===== config.mk =====
export PLATFORM = sky130hd
export DESIGN_NAME = lfu_tag_cache_lookup
export DESIGN_NICKNAME = d
export VERILOG_FILES = /design/src/design/lftc_pkg.sv /design/src/design/lftc_ctrl.sv /design/src/design/lftc_dpath.sv /design/src/design/lfu_tag_cache_lookup.sv
export SDC_FILE = /design/constraint.sdc
export NUM_CORES = 2
export LEC_CHECK = 0
export ABC_CLOCK_PERIOD_IN_PS = 9100
export CORE_UTILIZATION = 47
export CTS_BUF_LIST = sky130_fd_sc_hd__clkbuf_4
export DETAILED_ROUTE_END_ITERATION = 16
export DONT_BUFFER_PORTS = 1
export GPL_TIMING_DRIVEN = 0
export PLACE_DENSITY = 0.62
export RECOVER_POWER = 50
export SYNTH_ARGS = -nofsm -noshare
export SYNTH_HDL_FRONTEND = slang
export SYNTH_HIERARCHICAL = 1
export SYNTH_SLANG_ARGS = --single-unit

===== constraint.sdc =====
create_clock -name clock -period 9.1 [get_ports clock]
set_input_delay 0.455 -clock clock [delete_from_list [all_inputs] [get_ports clock]]
set_output_delay 0.455 -clock clock [all_outputs]
set_load 0.01 [all_outputs]

===== src/design/lftc_pkg.sv =====
// Package for the LFU tag cache lookup block: sizes, status codes, payload
// structs and the command/status structs between controller and datapath.
// No dependencies.
package lftc_pkg;

   // Store geometry and field widths.
   localparam int ENTRIES      = 16;
   localparam int COUNT_BITS   = 16;
   localparam int KEY_BITS     = 32;
   localparam int DATA_BITS    = 32;
   localparam int SESSION_BITS = 16;
   localparam int SLOT_BITS    = 4;
   localparam int IDX_BITS     = (ENTRIES > 1) ? $clog2(ENTRIES) : 1;

   localparam logic [COUNT_BITS-1:0] COUNT_MAX = '1;
   localparam logic [COUNT_BITS-1:0] COUNT_ONE = COUNT_BITS'(1);
   localparam logic [IDX_BITS-1:0]   IDX_LAST  = IDX_BITS'(ENTRIES - 1);

   // Result status codes.
   localparam logic [1:0] STATUS_HIT  = 2'd0;
   localparam logic [1:0] STATUS_FILL = 2'd1;
   localparam logic [1:0] STATUS_FAIL = 2'd2;

   // One lookup request.
   typedef struct packed {
      logic [SESSION_BITS-1:0] session_num;
      logic [KEY_BITS-1:0]     db_key;
      logic [KEY_BITS-1:0]     rel_key;
      logic [DATA_BITS-1:0]    fill_data;
      logic                    fetch_ok;
   } req_type;

   // One lookup result.
   typedef struct packed {
      logic [1:0]           status;
      logic [DATA_BITS-1:0] data_out;
      logic [SLOT_BITS-1:0] slot_used;
   } rsp_type;

   // Commands from the controller to the datapath.
   typedef struct packed {
      logic start;
      logic step;
      logic commit;
   } cmd_type;

   // Status from the datapath to the controller.
   typedef struct packed {
      logic hit_now;
      logic scan_last;
      logic out_free;
   } status_type;

   // Low slot bits of an entry number, zero extended when the index is narrow.
   function automatic logic [SLOT_BITS-1:0] slot_of(input logic [IDX_BITS-1:0] idx);
      logic [IDX_BITS+SLOT_BITS-1:0] wide;
      wide = {{SLOT_BITS{1'b0}}, idx};
      return wide[SLOT_BITS-1:0];
   endfunction

endpackage


===== src/design/lftc_ctrl.sv =====
// Controller of the LFU tag cache lookup block: sequences accept, scan and
// commit of one lookup. Depends on lftc_pkg.
module lftc_ctrl (
   input  logic                 clock,
   input  logic                 reset,
   input  logic                 req_valid,
   output logic                 req_ready,
   input  lftc_pkg::status_type stat,
   output lftc_pkg::cmd_type    cmd
);
   import lftc_pkg::*;

   localparam logic [1:0] ST_IDLE   = 2'd0;
   localparam logic [1:0] ST_SCAN   = 2'd1;
   localparam logic [1:0] ST_COMMIT = 2'd2;

   logic [1:0] state_ff, state_in;

   // Next state and commands.
   always_comb begin
      state_in   = state_ff;
      cmd        = '0;
      req_ready  = 1'b0;
      unique case (state_ff)
         ST_IDLE: begin
            req_ready = 1'b1;
            if (req_valid) begin
               cmd.start = 1'b1;
               state_in  = ST_SCAN;
            end
         end
         ST_SCAN: begin
            cmd.step = 1'b1;
            if (stat.hit_now || stat.scan_last) begin
               state_in = ST_COMMIT;
            end
         end
         ST_COMMIT: begin
            if (stat.out_free) begin
               cmd.commit = 1'b1;
               state_in   = ST_IDLE;
            end
         end
         default: begin
            state_in = ST_IDLE;
         end
      endcase
   end

   // State register.
   always_ff @(posedge clock) begin
      if (reset) begin
         state_ff <= ST_IDLE;
      end else begin
         state_ff <= state_in;
      end
   end

   // A transfer in always starts a scan.
   a_start_scan: assert property (@(posedge clock) disable iff (reset)
      (state_ff == ST_IDLE && req_valid) |=> (state_ff == ST_SCAN))
      else $error("accepted request did not start a scan");

   // A scan ends on a hit or at the last entry, and then commits.
   a_scan_end: assert property (@(posedge clock) disable iff (reset)
      (state_ff == ST_SCAN && (stat.hit_now || stat.scan_last)) |=> (state_ff == ST_COMMIT))
      else $error("scan did not end on hit or last entry");

   // A commit with a free result register returns the controller to idle.
   a_commit_idle: assert property (@(posedge clock) disable iff (reset)
      (state_ff == ST_COMMIT && stat.out_free) |=> (state_ff == ST_IDLE))
      else $error("commit did not return to idle");

endmodule


===== src/design/lftc_dpath.sv =====
// Datapath of the LFU tag cache lookup block: entry store, scan index,
// hit and victim tracking, and the result register. Depends on lftc_pkg.
module lftc_dpath (
   input  logic                 clock,
   input  logic                 reset,
   input  logic                 csr_we,
   input  logic                 csr_wdata,
   input  lftc_pkg::req_type    req_data,
   input  lftc_pkg::cmd_type    cmd,
   output lftc_pkg::status_type stat,
   output logic                 rsp_valid,
   input  logic                 rsp_ready,
   output lftc_pkg::rsp_type    rsp_data
);
   import lftc_pkg::*;

   // Entry store; a zero count marks an empty entry.
   logic [KEY_BITS-1:0]     db_ff    [ENTRIES];
   logic [KEY_BITS-1:0]     rel_ff   [ENTRIES];
   logic [COUNT_BITS-1:0]   cnt_ff   [ENTRIES];
   logic [SESSION_BITS-1:0] sess_ff  [ENTRIES];
   logic [DATA_BITS-1:0]    value_ff [ENTRIES];

   logic                    session_local_ff, session_local_in;
   req_type                 req_ff, req_in;
   logic [IDX_BITS-1:0]     idx_ff, idx_in;
   logic [IDX_BITS-1:0]     victim_ff, victim_in;
   logic [IDX_BITS-1:0]     hit_slot_ff, hit_slot_in;
   logic [COUNT_BITS-1:0]   best_ff, best_in;
   logic [COUNT_BITS-1:0]   hit_cnt_ff, hit_cnt_in;
   logic [DATA_BITS-1:0]    hit_data_ff, hit_data_in;
   logic                    hit_ff, hit_in;
   logic                    locked_ff, locked_in;
   logic                    rsp_valid_ff, rsp_valid_in;
   rsp_type                 rsp_ff, rsp_in;

   logic [COUNT_BITS-1:0]   e_cnt;
   logic                    e_foreign;
   logic                    e_hit;
   logic                    e_take;
   logic [COUNT_BITS-1:0]   hit_cnt_sat;

   // Current entry of the scan.
   always_comb begin
      e_cnt     = cnt_ff[idx_ff];
      e_foreign = session_local_ff && (sess_ff[idx_ff] != req_ff.session_num);
      e_hit     = (e_cnt != '0) && !e_foreign &&
                  (db_ff[idx_ff] == req_ff.db_key) && (rel_ff[idx_ff] == req_ff.rel_key);
      e_take    = e_foreign || (e_cnt == '0);
   end

   assign hit_cnt_sat = (hit_cnt_ff == COUNT_MAX) ? hit_cnt_ff : hit_cnt_ff + COUNT_ONE;

   // Status toward the controller.
   always_comb begin
      stat.hit_now   = e_hit;
      stat.scan_last = (idx_ff == IDX_LAST);
      stat.out_free  = !rsp_valid_ff || rsp_ready;
   end

   // Scan and victim tracking.
   always_comb begin
      session_local_in = csr_we ? csr_wdata : session_local_ff;
      req_in      = req_ff;
      idx_in      = idx_ff;
      victim_in   = victim_ff;
      hit_slot_in = hit_slot_ff;
      best_in     = best_ff;
      hit_cnt_in  = hit_cnt_ff;
      hit_data_in = hit_data_ff;
      hit_in      = hit_ff;
      locked_in   = locked_ff;
      if (cmd.start) begin
         req_in    = req_data;
         idx_in    = '0;
         victim_in = '0;
         best_in   = COUNT_MAX;
         hit_in    = 1'b0;
         locked_in = 1'b0;
      end else if (cmd.step) begin
         if (e_hit) begin
            hit_in      = 1'b1;
            hit_slot_in = idx_ff;
            hit_cnt_in  = e_cnt;
            hit_data_in = value_ff[idx_ff];
         end else begin
            if (!locked_ff) begin
               if (e_take) begin
                  victim_in = idx_ff;
                  locked_in = 1'b1;
               end else if (e_cnt < best_ff) begin
                  victim_in = idx_ff;
                  best_in   = e_cnt;
               end
            end
            if (idx_ff != IDX_LAST) begin
               idx_in = idx_ff + IDX_BITS'(1);
            end
         end
      end
   end

   // Result register: loaded on commit, cleared when the transfer completes.
   always_comb begin
      rsp_in       = rsp_ff;
      rsp_valid_in = rsp_valid_ff;
      if (cmd.commit) begin
         rsp_valid_in = 1'b1;
         priority if (hit_ff) begin
            rsp_in.status    = STATUS_HIT;
            rsp_in.data_out  = hit_data_ff;
            rsp_in.slot_used = slot_of(hit_slot_ff);
         end else if (req_ff.fetch_ok) begin
            rsp_in.status    = STATUS_FILL;
            rsp_in.data_out  = req_ff.fill_data;
            rsp_in.slot_used = slot_of(victim_ff);
         end else begin
            rsp_in.status    = STATUS_FAIL;
            rsp_in.data_out  = '0;
            rsp_in.slot_used = '0;
         end
      end else if (rsp_ready) begin
         rsp_valid_in = 1'b0;
      end
   end

   // Control registers.
   always_ff @(posedge clock) begin
      if (reset) begin
         session_local_ff <= 1'b0;
         hit_ff           <= 1'b0;
         locked_ff        <= 1'b0;
         rsp_valid_ff     <= 1'b0;
      end else begin
         session_local_ff <= session_local_in;
         hit_ff           <= hit_in;
         locked_ff        <= locked_in;
         rsp_valid_ff     <= rsp_valid_in;
      end
   end

   // Payload registers.
   always_ff @(posedge clock) begin
      req_ff      <= req_in;
      idx_ff      <= idx_in;
      victim_ff   <= victim_in;
      hit_slot_ff <= hit_slot_in;
      best_ff     <= best_in;
      hit_cnt_ff  <= hit_cnt_in;
      hit_data_ff <= hit_data_in;
      rsp_ff      <= rsp_in;
   end

   // Use counts: cleared at reset, bumped on a hit, set to one on a fill.
   always_ff @(posedge clock) begin
      if (reset) begin
         for (int i = 0; i < ENTRIES; i++) begin
            cnt_ff[i] <= '0;
         end
      end else if (cmd.commit) begin
         if (hit_ff) begin
            cnt_ff[hit_slot_ff] <= hit_cnt_sat;
         end else if (req_ff.fetch_ok) begin
            cnt_ff[victim_ff] <= COUNT_ONE;
         end
      end
   end

   // Entry contents are written only on a fill.
   always_ff @(posedge clock) begin
      if (cmd.commit && !hit_ff && req_ff.fetch_ok) begin
         db_ff[victim_ff]    <= req_ff.db_key;
         rel_ff[victim_ff]   <= req_ff.rel_key;
         sess_ff[victim_ff]  <= req_ff.session_num;
         value_ff[victim_ff] <= req_ff.fill_data;
      end
   end

   assign rsp_valid = rsp_valid_ff;
   assign rsp_data  = rsp_ff;

   // A commit never overwrites a result that is still waiting.
   a_no_overwrite: assert property (@(posedge clock) disable iff (reset)
      cmd.commit |-> (!rsp_valid_ff || rsp_ready))
      else $error("commit while result register is occupied");

   // Every commit presents a result in the next cycle.
   a_commit_valid: assert property (@(posedge clock) disable iff (reset)
      cmd.commit |=> rsp_valid_ff)
      else $error("commit did not raise result valid");

   // Once a victim is taken outright, later entries do not displace it.
   a_victim_locked: assert property (@(posedge clock) disable iff (reset)
      (locked_ff && !cmd.start) |=> $stable(victim_ff))
      else $error("locked victim changed during scan");

endmodule


===== src/design/lfu_tag_cache_lookup.sv =====
// Top level of the LFU tag cache lookup block: joins the controller and the
// datapath. Depends on lftc_pkg, lftc_ctrl and lftc_dpath.
//
// Fully associative 16-entry lookup cache with least-frequently-used
// replacement. One lookup is handled at a time: the transfer cycle, then a
// sequential scan through the entry store, one entry per cycle (it
// stops at the first hit, and covers all 16 entries on a miss), then a
// commit cycle that updates the store and loads the result register. A
// finished result waits in its own register, so the next request is
// taken while it is still pending; the commit stalls only if the
// previous result has not yet been transferred. The session_local
// register is written through csr_we/csr_wdata; the user must write it
// only while the block is idle, as the block itself does not enforce it.
// Reset empties the store at once.
module lfu_tag_cache_lookup (
   input  logic              clock,
   input  logic              reset,
   input  logic              csr_we,
   input  logic              csr_wdata,
   input  logic              req_valid,
   output logic              req_ready,
   input  lftc_pkg::req_type req_data,
   output logic              rsp_valid,
   input  logic              rsp_ready,
   output lftc_pkg::rsp_type rsp_data
);
   import lftc_pkg::*;

   cmd_type    cmd;
   status_type stat;

   // Sequencer.
   lftc_ctrl u_ctrl (
      .clock     (clock),
      .reset     (reset),
      .req_valid (req_valid),
      .req_ready (req_ready),
      .stat      (stat),
      .cmd       (cmd)
   );

   // Store, scan and result register.
   lftc_dpath u_dpath (
      .clock     (clock),
      .reset     (reset),
      .csr_we    (csr_we),
      .csr_wdata (csr_wdata),
      .req_data  (req_data),
      .cmd       (cmd),
      .stat      (stat),
      .rsp_valid (rsp_valid),
      .rsp_ready (rsp_ready),
      .rsp_data  (rsp_data)
   );

endmodule


==> flow_summary_export.csv <==
group,metric,value,unit
run_status,status,"complete, but fails checks",
run_status,violations,"capacitance limit, slew limit",
timing,timing.clock.skew,0.107,ns
power_and_ir_drop,p_comb_share,10.8,%
cts,numCtsBuffers,605,
worst_setup_path,crit_cells,19,
worst_setup_path,cp_max_fo,11,
worst_setup_path,path_buf_inv,10,
synth,syn-num-nets,4441,
floorplan,die_w,438,um
worst_setup_path,path_delay_family,"buffers and inverters",
synth,synth_cell_type_count,73,
synth,syn-instance-count,4305,
cts,clk_pin_slew,0.06,ns
global_route,grt_overflow,0,
global_route,grt_pass1_wl,358000,um
synth,syn_avg_cell_area,20.8,um^2
cells_and_area,final_layout_size_suffix_gt1_share,29.3,%
power_and_ir_drop,power_density,221,mW/mm^2
timing,hold_violations,0,
worst_setup_path,setup.worst_path.end_class,"flop",
timing,timing.final.crit_share,91.1,%
synth,synth_edf_count,2251,
drt,met2_length,126000,um
cells_and_area,utilization,55.3,%
worst_setup_path,crit_path_frequent_cell,"buf_4",
placed_design,io_buffers,0,
power_and_ir_drop,swShare,24.7,%
synth,yosysSeqAreaShare,76.4,%
power_and_ir_drop,p_clk_share,37.8,%
placed_design,dp.cells,6904,
drt,drt_pre_antenna_iters,6,
timing,tightest_slew,3.72,ns
drt,drt_iter0_markers,5987,
worst_setup_path,startpoint_type,"flop",
timing,slew_viol_final,318,
cells_and_area,layout_commonest_cell,"edfxtp_1",
floorplan,core,0.188,mm^2
drt,antenna_left,0,
timing,setup_tns,0,ns
floorplan,pin_count,159,
cells_and_area,syn_to_final_growth,16.6,%
cells_and_area,layout.nets,5388,
drt,top_layer,"met5",
floorplan,rows,159,
cells_and_area,final_cell_mix,"edfxtp_1, clkbuf_4, mux4_2",
timing,fmax,121,MHz
floorplan,die_y,438,um
worst_setup_path,slowest_delay,1.77,ns
global_route,globalRouteTotalUtil,26.6,%
timing,maxSlewHeadroom,-148,%
synth,netlist_area,0.0894,mm^2
timing,finalSetupViolCount,0,
timing,rsz0062_at_grt,"false",
synth,ys_warn_count,6,
worst_setup_path,slowest_stage,"clkbuf_1",
floorplan,start_util,47.4,%
worst_setup_path,cp_data_arrival_time,9.52,ns
cells_and_area,finalInstanceArea,0.104,mm^2
cts,clock_latency,1.38,ns
placed_design,placed_area,0.0948,mm^2
placed_design,place_hpwl,162000,um
cts,cts_buffer_depth,4,
drt,wl_met1,97000,um
worst_hold_path,min_path_type,"primary input to flop",
cells_and_area,num-fill-cells,14600,
worst_setup_path,reg2reg_depth,19,
synth,synth_top_flop_cell,"edfxtp_1",
worst_hold_path,min_path_cells,3,
cts,post_cts_buffers,0,
drt,viasPerCell,5.96,
timing,period_needed,8.29,ns
cts,clock-sinks,2285,
power_and_ir_drop,p_int,17.4,mW
drt,drc,0,
power_and_ir_drop,ir_drop,0.174,mV
global_route,antenna_found_initial,7,
floorplan,dieArea,0.192,mm^2
worst_setup_path,crit_path_cell_trace,"buf_4 > buf_4 > buf_4 > buf_4 > buf_4 > clkbuf_1 > mux2i_1 > xnor2_1 > nand4_1 > o41ai_2 > buf_4 > o211ai_2 > nor3_4 > buf_4 > nor2_1 > mux2i_1 > dlygate4sd3_1 > nor3_1 > dlygate4sd3_1",
cts,tritoncts,"built",
cells_and_area,stdcell_count,8125,
cts,root_buffer,"clkbuf_4",
global_route,grt_pass1_vias,49500,
run,cap_violations,15,
drt,wirelength,254000,um
placed_design,place_congestion,0.871,
global_route,grt_max_degree,44,
worst_setup_path,required,10.33,ns
power_and_ir_drop,leakagePower,34.1,nW
drt,wl_per_cell,31.3,um
worst_setup_path,worstSetupPathType,"flop to flop",
drt,wl_met3,23200,um
power_and_ir_drop,switchingPower,5.69,mW
synth,synthArstFlopShare,0,%
cts,htree_levels,6,
drt,dr_total_vias,48400,
synth,ys_seq_elements,2285,
power_and_ir_drop,seq_power_share,51.4,%
[state kept, by name, indices dropped and copies added, names as in the netlist, 16 cells and up, named ones only]
register             cells
u_dpath/cnt_ff         256
u_dpath/req_ff         113
u_dpath/db_ff          512
u_dpath/hit_data_ff     32
u_dpath/hit_cnt_ff      16
u_dpath/rsp_data        38
u_dpath/value_ff       512
u_dpath/rel_ff         512
u_dpath/sess_ff        256
u_dpath/best_ff         16
[metal layers]
layer	GRT usage, %	vias to the layer above
met1	35.1	25500
met5	0	-
met2	43.5	2656
met4	10.2	6
li1	-	19800
met3	5.67	424
[cells by family after synthesis]
| group | Yosys count | share of synthesized area [%] |
|---|---|---|
| simple gates | 633 | 3.17 |
| flops | 2285 | 76.4 |
| buf+inv | 247 | 1.46 |
| xor+xnor | 154 | 1.51 |
| fa+ha+maj | 17 | 0.238 |
| compound gates | 209 | 1.68 |
| mux | 760 | 15.6 |
[worst reg2reg max path: cells and delay by family (launching register included)]
kind / cells / cell delay (ns)
AO/OA/AOI/OAI: 2 / 0.79
XOR/XNOR: 1 / 0.25
buffers and inverters: 10 / 5.00
flip-flops: 1 / 0.48
multiplexers: 2 / 0.47
AND/OR/NAND/NOR: 4 / 1.22
[synthesized netlist by cell type, types with 5 or more instances]
cell      count  share of area, %
edfxtp_1   2251                76
mux4_2      502                13
nor2_1      355               1.5
mux2i_1     246               2.8
nand2_1     103              0.43
xnor2_1     102               1.0
clkbuf_1     86              0.36
buf_2        58              0.32
xor2_1       52              0.51
buf_4        46              0.39
a21oi_1      39              0.22
a22o_1       37              0.36
dfxtp_1      34              0.76
a22oi_1      31              0.26
nand2b_1     31              0.22
nor3_1       27              0.15
inv_1        25              0.10
o21ai_0      23              0.13
nand3_1      18              0.10
ha_1         17              0.24
nand4_1      17              0.12
and3_1       16              0.11
nor4_1       15              0.10
buf_1        14             0.059
a221oi_1     13              0.13
buf_6        13              0.16
mux2_2       12              0.15
nor2b_1      11             0.077
a21o_1        7             0.059
a211oi_1      6             0.050
o22ai_1       6             0.042
a31oi_1       5             0.035
o21ai_1       5             0.028
or2_2         5             0.035
[repair_timing]
item | CTS | global route
endpoints found under the hold margin | 393 | 0
hold buffers | 236 | 0
resized for setup | 0 | 0
setup endpoints to repair | 0 | 0
[power by group through the flow]
stage | Combinational [mW] | Sequential (mW) | Clock (mW)
final | 2.48 | 11.8 | 8.72
after floorplan | 1.57 | 12.0 | 0
after global routing | 2.59 | 11.9 | 9.46
after detailed placement | 2.40 | 12.1 | 0
after CTS | 2.49 | 11.8 | 8.91
after global placement | 2.38 | 12.1 | 0
[path summary, 6_finish.rpt]
kind | end | from | slack, ns
min reg2reg | u_dpath/hit_slot_ff[2]$_DFFE_PP_ | u_dpath/idx_ff[2]$_SDFFE_PP0P_ | 0.44
max | u_ctrl/state_ff[0]$_SDFFE_PP0P_ | flop | 0.81
max reg2reg | u_ctrl/state_ff[0]$_SDFFE_PP0P_ | flop | 0.81
min | u_dpath/rsp_valid$_SDFFE_PP0P_ | reset | 0.20
[metrics by stage]
step,power (mW),setup WS (ns),hold WS [ns]
finish,23.0,0.809,0.203
global placement,14.4,-8.08,0.409
CTS,23.2,1.16,0.0165
global route,23.9,0.906,0.0881
detailed placement,14.5,1.23,0.417
floorplan,13.6,0.816,0.406
[layout make-up]
type	instances	area [um^2]	area share, %
clock inverter	133	873	0.838
tap	2495	3120	3.00
inverter	25	93.8	0.0901
multi-input combinational	1773	19900	19.1
buffer	222	1210	1.16
sequential	2285	68300	65.5
timing repair buffer	340	4380	4.21
antenna	5	12.5	0.0120
clock buffer	847	6360	6.10
Note: power is estimated with default switching activity, not from simulation.
